File: src/design/kwsm_pkg.sv
// ----------------------------------------------------------------------------
// K-way merge package
// Transfer types, sizing constants and the control bundle shared by the
// sequencer and the running-minimum unit.
// ----------------------------------------------------------------------------
package kwsm_pkg;

	localparam int VALUE_W   = 32;
	localparam int INDEX_W   = 3;
	localparam int LISTS_DEF = 8;
	localparam int DEPTH_DEF = 8;
	// Largest number of results one set can produce.
	localparam int MAX_OUT   = 64;
	localparam int REM_W     = $clog2(MAX_OUT + 1);

	// One input transfer.
	typedef struct packed {
		logic                      has_item;
		logic [INDEX_W-1:0]        list_index;
		logic signed [VALUE_W-1:0] value;
		logic                      close_set;
	} in_item_t;

	// One result transfer.
	typedef struct packed {
		logic signed [VALUE_W-1:0] merged_value;
		logic                      is_last;
		logic                      overflowed;
	} out_item_t;

	// Control from the sequencer to the running-minimum unit.
	typedef struct packed {
		logic clear;
		logic pend;
	} best_ctl_t;

endpackage

File: src/design/kwsm_mem.sv
// ----------------------------------------------------------------------------
// Sequence store
// Single-write, single-read memory holding every buffered value, with a
// registered read port.
// ----------------------------------------------------------------------------
module kwsm_mem #(
	parameter int ENTRIES = kwsm_pkg::LISTS_DEF * kwsm_pkg::DEPTH_DEF,
	parameter int AW      = $clog2(ENTRIES)
) (
	input  logic                         clk,
	input  logic                         we,
	input  logic [AW-1:0]                waddr,
	input  logic [kwsm_pkg::VALUE_W-1:0] wdata,
	input  logic                         re,
	input  logic [AW-1:0]                raddr,
	output logic [kwsm_pkg::VALUE_W-1:0] rdata
);
	import kwsm_pkg::*;

	logic [VALUE_W-1:0] mem_q [ENTRIES];

	// Write port.
	always_ff @(posedge clk) begin
		if (we) begin
			mem_q[waddr] <= wdata;
		end
	end

	// Registered read port.
	always_ff @(posedge clk) begin
		if (re) begin
			rdata <= mem_q[raddr];
		end
	end

endmodule

File: src/design/kwsm_best.sv
// ----------------------------------------------------------------------------
// Running minimum
// The shared signed comparator. It folds one buffer head per cycle, while
// pend is set, into the smallest value seen so far in the current scan.
// ----------------------------------------------------------------------------
module kwsm_best #(
	parameter int LW = 3
) (
	input  logic                                clk,
	input  logic                                arst_n,
	input  kwsm_pkg::best_ctl_t                 ctl,
	input  logic [LW-1:0]                       cand_idx,
	input  logic [kwsm_pkg::VALUE_W-1:0]        cand_val,
	output logic signed [kwsm_pkg::VALUE_W-1:0] best_val,
	output logic [LW-1:0]                       best_idx
);
	import kwsm_pkg::*;

	logic                      found_q;
	logic signed [VALUE_W-1:0] val_q;
	logic [LW-1:0]             idx_q;
	logic                      take;

	// A strictly smaller head replaces the current best, so on ties the
	// lower-numbered sequence, scanned first, is kept.
	assign take     = ctl.pend && (!found_q || ($signed(cand_val) < val_q));
	assign best_val = take ? $signed(cand_val) : val_q;
	assign best_idx = take ? cand_idx : idx_q;

	// The found flag restarts at the end of every scan.
	always_ff @(posedge clk or negedge arst_n) begin
		if (!arst_n) begin
			found_q <= 1'b0;
		end else if (ctl.clear) begin
			found_q <= 1'b0;
		end else if (take) begin
			found_q <= 1'b1;
		end
	end

	// Best value and its sequence number.
	always_ff @(posedge clk) begin
		if (take) begin
			val_q <= $signed(cand_val);
			idx_q <= cand_idx;
		end
	end

endmodule

File: src/design/k_way_sorted_merge_unit.sv
// ----------------------------------------------------------------------------
// K-way sorted merge unit
// While idle the unit stores one input transfer per cycle (busy stays low),
// each value going into its sequence's buffer of DEPTH entries. The transfer
// with close_set starts the merge and raises busy, unless no value was
// stored, in which case the unit stays idle. For each result, one comparator
// and one memory read port visit the head of every sequence in turn, and a
// final drain state hands the smallest head out. At most MAX_OUT results are
// given per set. Results appear on result for exactly one cycle with strobe
// high and cannot be held off, so the receiver must take every strobe. Busy
// drops on the cycle that shows the result with is_last. The store needs no
// clearing pass after reset.
// ----------------------------------------------------------------------------
module k_way_sorted_merge_unit #(
	parameter int LISTS = kwsm_pkg::LISTS_DEF,
	parameter int DEPTH = kwsm_pkg::DEPTH_DEF
) (
	input  logic                clk,
	input  logic                arst_n,
	input  logic                start,
	input  kwsm_pkg::in_item_t  item,
	output logic                busy,
	output logic                strobe,
	output kwsm_pkg::out_item_t result
);
	import kwsm_pkg::*;

	localparam int ENTRIES = LISTS * DEPTH;
	localparam int LW      = $clog2(LISTS);
	localparam int CW      = $clog2(DEPTH + 1);
	localparam int AW      = $clog2(ENTRIES);
	localparam int TW      = $clog2(ENTRIES + 1);

	localparam logic [1:0] ST_IDLE  = 2'd0;
	localparam logic [1:0] ST_ISSUE = 2'd1;
	localparam logic [1:0] ST_DRAIN = 2'd2;

	logic [1:0]                state_q;
	logic [CW-1:0]             fill_q [LISTS];
	logic [CW-1:0]             pos_q  [LISTS];
	logic [LISTS-1:0]          nonempty;
	logic                      ovf_q;
	logic [TW-1:0]             total_q;
	logic [REM_W-1:0]          remain_q;
	logic [LW-1:0]             scan_q;
	logic                      pend_s1;
	logic [LW-1:0]             pidx_s1;
	logic                      strobe_q;
	out_item_t                 result_q;

	logic                      accept;
	logic                      idx_ok;
	logic                      has_room;
	logic                      do_store;
	logic [LW-1:0]             in_lane;
	logic [CW-1:0]             in_fill;
	logic [TW-1:0]             total_nxt;
	logic                      mem_re;
	logic [AW-1:0]             waddr;
	logic [AW-1:0]             raddr;
	logic [VALUE_W-1:0]        rdata;
	best_ctl_t                 bctl;
	logic signed [VALUE_W-1:0] best_val;
	logic [LW-1:0]             best_idx;

	// Input transfer decode.
	assign busy      = (state_q != ST_IDLE);
	assign accept    = start && !busy;
	assign idx_ok    = (int'(item.list_index) < LISTS);
	assign in_lane   = LW'(item.list_index);
	assign in_fill   = fill_q[in_lane];
	assign has_room  = (in_fill < CW'(DEPTH));
	assign do_store  = accept && item.has_item && idx_ok && has_room;
	assign total_nxt = total_q + TW'(do_store);
	assign waddr     = AW'(int'(in_lane) * DEPTH + int'(in_fill));

	// Per-sequence flags: a buffer still has unread values.
	always_comb begin
		for (int i = 0; i < LISTS; i++) begin
			nonempty[i] = (pos_q[i] < fill_q[i]);
		end
	end

	// Head read for the sequence under scan.
	assign mem_re = (state_q == ST_ISSUE) && nonempty[scan_q];
	assign raddr  = AW'(int'(scan_q) * DEPTH + int'(pos_q[scan_q]));

	kwsm_mem #(
		.ENTRIES(ENTRIES),
		.AW     (AW)
	) u_mem (
		.clk  (clk),
		.we   (do_store),
		.waddr(waddr),
		.wdata(item.value),
		.re   (mem_re),
		.raddr(raddr),
		.rdata(rdata)
	);

	assign bctl.clear = (state_q == ST_DRAIN);
	assign bctl.pend  = pend_s1;

	kwsm_best #(
		.LW(LW)
	) u_best (
		.clk     (clk),
		.arst_n  (arst_n),
		.ctl     (bctl),
		.cand_idx(pidx_s1),
		.cand_val(rdata),
		.best_val(best_val),
		.best_idx(best_idx)
	);

	// Sequencer: load, scan every head, hand out the minimum.
	always_ff @(posedge clk or negedge arst_n) begin
		if (!arst_n) begin
			state_q  <= ST_IDLE;
			for (int i = 0; i < LISTS; i++) begin
				fill_q[i] <= '0;
				pos_q[i]  <= '0;
			end
			ovf_q    <= 1'b0;
			total_q  <= '0;
			remain_q <= '0;
			scan_q   <= '0;
			pend_s1  <= 1'b0;
			pidx_s1  <= '0;
			strobe_q <= 1'b0;
		end else begin
			case (state_q)
				ST_IDLE: begin
					pend_s1  <= 1'b0;
					strobe_q <= 1'b0;
					if (do_store) begin
						fill_q[in_lane] <= in_fill + CW'(1);
						total_q         <= total_nxt;
					end
					if (accept && item.has_item && idx_ok && !has_room) begin
						ovf_q <= 1'b1;
					end
					if (accept && item.close_set) begin
						if (total_nxt == '0) begin
							// Nothing stored: the set ends without results.
							ovf_q <= 1'b0;
						end else begin
							if (int'(total_nxt) < MAX_OUT) begin
								remain_q <= REM_W'(total_nxt);
							end else begin
								remain_q <= REM_W'(MAX_OUT);
							end
							scan_q  <= '0;
							state_q <= ST_ISSUE;
						end
					end
				end
				ST_ISSUE: begin
					strobe_q <= 1'b0;
					pend_s1  <= nonempty[scan_q];
					pidx_s1  <= scan_q;
					if (scan_q == LW'(LISTS - 1)) begin
						state_q <= ST_DRAIN;
					end else begin
						scan_q <= scan_q + LW'(1);
					end
				end
				ST_DRAIN: begin
					pend_s1  <= 1'b0;
					strobe_q <= 1'b1;
					remain_q <= remain_q - REM_W'(1);
					if (remain_q == REM_W'(1)) begin
						// Last result: empty every buffer for the next set.
						for (int i = 0; i < LISTS; i++) begin
							fill_q[i] <= '0;
							pos_q[i]  <= '0;
						end
						ovf_q   <= 1'b0;
						total_q <= '0;
						state_q <= ST_IDLE;
					end else begin
						pos_q[best_idx] <= pos_q[best_idx] + CW'(1);
						scan_q          <= '0;
						state_q         <= ST_ISSUE;
					end
				end
				default: begin
					pend_s1  <= 1'b0;
					strobe_q <= 1'b0;
					state_q  <= ST_IDLE;
				end
			endcase
		end
	end

	// Result register.
	always_ff @(posedge clk) begin
		if (state_q == ST_DRAIN) begin
			result_q.merged_value <= best_val;
			result_q.is_last      <= (remain_q == REM_W'(1));
			result_q.overflowed   <= ovf_q;
		end
	end

	assign strobe = strobe_q;
	assign result = result_q;

endmodule

File: config.mk
export PLATFORM = sky130hd
export DESIGN_NAME = k_way_sorted_merge_unit
export DESIGN_NICKNAME = d
export VERILOG_FILES = /design/src/design/kwsm_pkg.sv /design/src/design/kwsm_mem.sv /design/src/design/kwsm_best.sv /design/src/design/k_way_sorted_merge_unit.sv
export SDC_FILE = /design/constraint.sdc
export NUM_CORES = 2
export LEC_CHECK = 0
export ABC_CLOCK_PERIOD_IN_PS = 10650
export BUFFER_PORTS_ARGS = -buffer_cell sky130_fd_sc_hd__buf_2
export CORE_MARGIN = 10
export CORE_UTILIZATION = 50
export CTS_BUF_LIST = sky130_fd_sc_hd__clkbuf_4
export DETAILED_ROUTE_END_ITERATION = 10
export GPL_ROUTABILITY_DRIVEN = 1
export PLACE_DENSITY = 0.72
export RECOVER_POWER = 50
export SLEW_MARGIN = 20
export SYNTH_ARGS = -nofsm -noshare
export SYNTH_HDL_FRONTEND = slang
export SYNTH_HIERARCHICAL = 1
export SYNTH_SLANG_ARGS = --single-unit
File: constraint.sdc
create_clock -name clk -period 10.65 [get_ports clk]
set_clock_uncertainty 0.15 [all_clocks]
set_input_delay 1.5975 -clock clk [delete_from_list [all_inputs] [get_ports clk]]
set_output_delay 1.5975 -clock clk [all_outputs]
set_load 0.02 [all_outputs]
==> results.yml <==
run_status:
  status: "complete, but fails checks"
  violations: "max-capacitance violations, max-slew violations"
die:
  start_util_pct: 50.4
  core_sq_um: 174000
  design.die.area_sq_um: 193000
  boundaryPins: 76
  die_x_microns: 439
  rows: 153
  die_height_microns: 439
synthesis:
  synth-edff-count: 2114
  synthTopCellsByArea: "edfxtp_1 72%, mux4_2 14%, dfrtp_1 2.6%"
  syn_nets: 4282
  synth_fa_ha_area_share_pct: 1.01
  synthDistinctLibCells: 82
  synthMuxAreaShare_pct: 16.0
  synth-xor-area-share_pct: 0.118
  syn_area_sq_um: 87700
  ys_seq_elements: 2239
  synth-simple-area-share_pct: 2.36
  synth_area_leader_cell: "edfxtp_1"
  synth-compound-area-share_pct: 3.16
  ys.flop_type: "edfxtp_1"
  syn-instance-count: 4171
  synth_top_family_by_area: "multiplexers"
  synth_area_per_cell_sq_um: 21.0
  yosys_warnings: 6
  synth_top_area_share_pct: 72.4
  yosysSeqAreaShare_pct: 75.7
  synth_async_sr_flop_share_pct: 4.02
sta:
  relSlewSlack_pct: -165
  hold_viol: 0
  setup_slack_ns: 4.53
  fmax_mhz: 163
  rsz0062_at_grt: "false"
  drv_slew: 2288
  timing.final.crit_share_pct: 57.5
  min_period_ns: 6.12
  setup_violations: 0
  tightestPinTransition_ns: 3.98
  hold_slack_ns: 0.342
  tns_ns: 0
clock_network:
  clock_latency_ns: 1.33
  clockRootBuffer: "clkbuf_4"
  cts_max_path_buffers: 4
  clk_pin_slew_ns: 0.06
  cts_resized: 0
  cts_made_buffers: 576
  post_cts_buffers: 0
  cts_tree: "built"
  cts_sinks: 2239
  h-tree-depth: 6
hold_path:
  hold_class: "flip-flop to flip-flop"
detailed_routing:
  ant_nets: 0
  drt_iter0_markers: 6310
  via_count: 45700
  avgRoutedWirePerCell_microns: 28.9
  drc: 0
  vias_per_cell: 6.16
  drt-pass1-iter-count: 6
  finalWirelength_mm: 215
placed_design:
  dp_cells: 6455
  place.gp.congestion: 0.899
  numPortBuffers: 75
  dp_hpwl_mm: 123
  pre_cts_ws_ns: 4.20
  placed_cell_area_sq_um: 91500
setup_path:
  required_ns: 11.69
  worstPathMaxFanout: 20
  crit_arrival_ns: 7.16
  setup.worst_path.start_class: "flip-flop"
  crit_path_end_kind: "flip-flop"
  critical_path_class: "flip-flop to flip-flop"
pwr:
  power_mw: 17.0
  p_leak_nw: 30.8
  powerDensity_nw_per_um2: 172
  peakVddDrop_mv: 0.106
grt:
  grt_util_all_layers_pct: 22.1
  met2_usage_pct: 32.3
  grt_max_degree: 142
  grt_pass1_vias: 45800
  top_usage_layer: "met2"
  grt_pass1_wl_mm: 313
  use_met3_pct: 6.46
  antenna_found_initial: 19
  gr-total-overflow: 0
  grtUsageMet1_pct: 31.7
final_layout:
  syn_to_final_growth_pct: 12.7
  nFillCells: 12900
  fin_nets: 4841
  drive_gt1_share_pct: 33.4
  final_cell_area_sq_um: 98800
  final_core_util_pct: 56.7
  final_cells: 7422
job:
  cap_viol_max_count: 37
per-layer routing:
| layer | part of all wire [%] | vias to the layer above | wire length (microns) |
|---|---|---|---|
| met3 | 12 | 374 | 26500 |
| met2 | 46 | 2799 | 98300 |
| met1 | 39 | 23700 | 83400 |
| li1 | - | 18900 | - |
| met4 | 2.9 | 6 | 6300 |
| met5 | 0.021 | - | 46 |
worst paths after layout:
path | start | endpoint | slack (ns) | depth (start not counted)
setup / recovery | u_mem/rdata[27] | pos_q[31] | 4.53 | 13
hold / removal | fill_q[29] | fill_q[29] | 0.34 | 2
setup reg to reg | u_mem/rdata[27] | pos_q[31] | 4.53 | 13
hold reg to reg | fill_q[29] | fill_q[29] | 0.34 | 2
max in group asynchronous | arst_n | fill_q[18] | 5.09 | 3
min in group asynchronous | arst_n | pos_q[0] | 1.08 | 2
critical path: stages, from the launching register on:
cell,delay (ns)
edfxtp_1,0.54
ha_1,0.39
nand4_1,0.15
nor2_1,0.07
a211oi_1,0.28
nand3_1,0.18
o311ai_0,1.37
mux2_1,0.66
nor3b_1,0.81
a22oi_1,0.22
o311ai_2,0.16
o211ai_1,0.21
xnor2_2,0.56
a32o_1,0.25
power breakdown:
group | switching (mW) | internal [mW] | total (mW)
clock network | 3.29 | 3.84 | 7.13
registers | 0 | 9.64 | 9.64
logic | 0.182 | 0.0116 | 0.194
total | 3.47 | 13.5 | 17.0
cell usage after synthesis (4+ instances only):
cell and count:
a211oi_1 7, a21oi_1 92, a22o_1 27, a22oi_1 15, a311oi_1 11, a31oi_1 8
a32o_1 14, a41o_1 4, and2_1 9, and3_1 8, buf_1 23, buf_2 66
buf_4 28, buf_6 10, clkbuf_1 89, dfrtp_1 90, dfxtp_1 35, edfxtp_1 2114
ha_1 71, inv_1 79, mux2_2 38, mux2i_1 106, mux4_2 557, nand2_1 118
nand2b_1 21, nand3_1 18, nand3b_1 6, nand4_1 13, nor2_1 169, nor2b_1 26
nor3_1 18, nor3b_1 6, o21ai_0 61, o21ai_1 8, o221ai_1 29, o22ai_1 84
o311ai_0 4, o31ai_1 4, o32ai_1 6, or3_1 8, or3b_2 4, xnor2_1 5
xor2_1 5
cell type report:
type | instances | area [sq um] | share of cell area (%)
multi-input cells | 1635 | 20400 | 20.7
repair buffers | 198 | 1750 | 1.77
flip-flops and latches | 2239 | 66400 | 67.2
well taps | 2325 | 2910 | 2.94
diodes | 9 | 22.5 | 0.0228
inverters | 80 | 300 | 0.304
clock inverters | 119 | 842 | 0.852
clock buffers | 817 | 6130 | 6.21
cells by family after synthesis:
group                    count (synthesis)
multiplexers                           703
XOR/XNOR                                11
flip-flops                            2239
AO/OA/AOI/OAI                          407
buffers and inverters                  297
adder cells (fa/ha/maj)                 71
AND/OR/NAND/NOR                        443
cells in the final DEF (no fill, tap or decap), types with 10 or more instances in the layout:
cell	instances
clkbuf_1	36
nand4_1	13
bufinv_16	14
inv_2	10
a32o_1	14
nand2b_1	21
clkbuf_4	817
mux4_2	557
a22o_1	27
dfrtp_1	90
mux2_2	37
nor3_1	16
a22oi_1	15
a311oi_1	10
ha_1	70
mux2i_1	106
clkinv_1	84
o22ai_1	84
edfxtp_1	2114
buf_2	68
buf_16	14
buf_4	56
buf_12	23
o221ai_1	29
dfxtp_1	35
nor2b_1	25
nor2_4	62
nor2_1	106
a21oi_1	91
nand2_1	114
nand3_1	17
o21ai_0	69
inv_1	79
state kept, by name, summed over array words and instances, names as in the netlist:
signal / flops
u_mem/mem_q: 2048
result: 34
fill_q: 32
pos_q: 32
u_best/val_q: 32
u_mem/rdata: 32
remain_q: 7
total_q: 7
pidx_s1: 3
scan_q: 3
u_best/idx_q: 3
state_q: 2
ovf_q: 1
pend_s1: 1
strobe: 1
u_best/found_q: 1
repair_timing:
| action | in CTS | in global routing |
|---|---|---|
| endpoints found under the hold margin | 26 | 0 |
| setup endpoints to repair | 0 | 0 |
| hold buffers | 1 | 0 |
(Power assumes the default switching activity.)
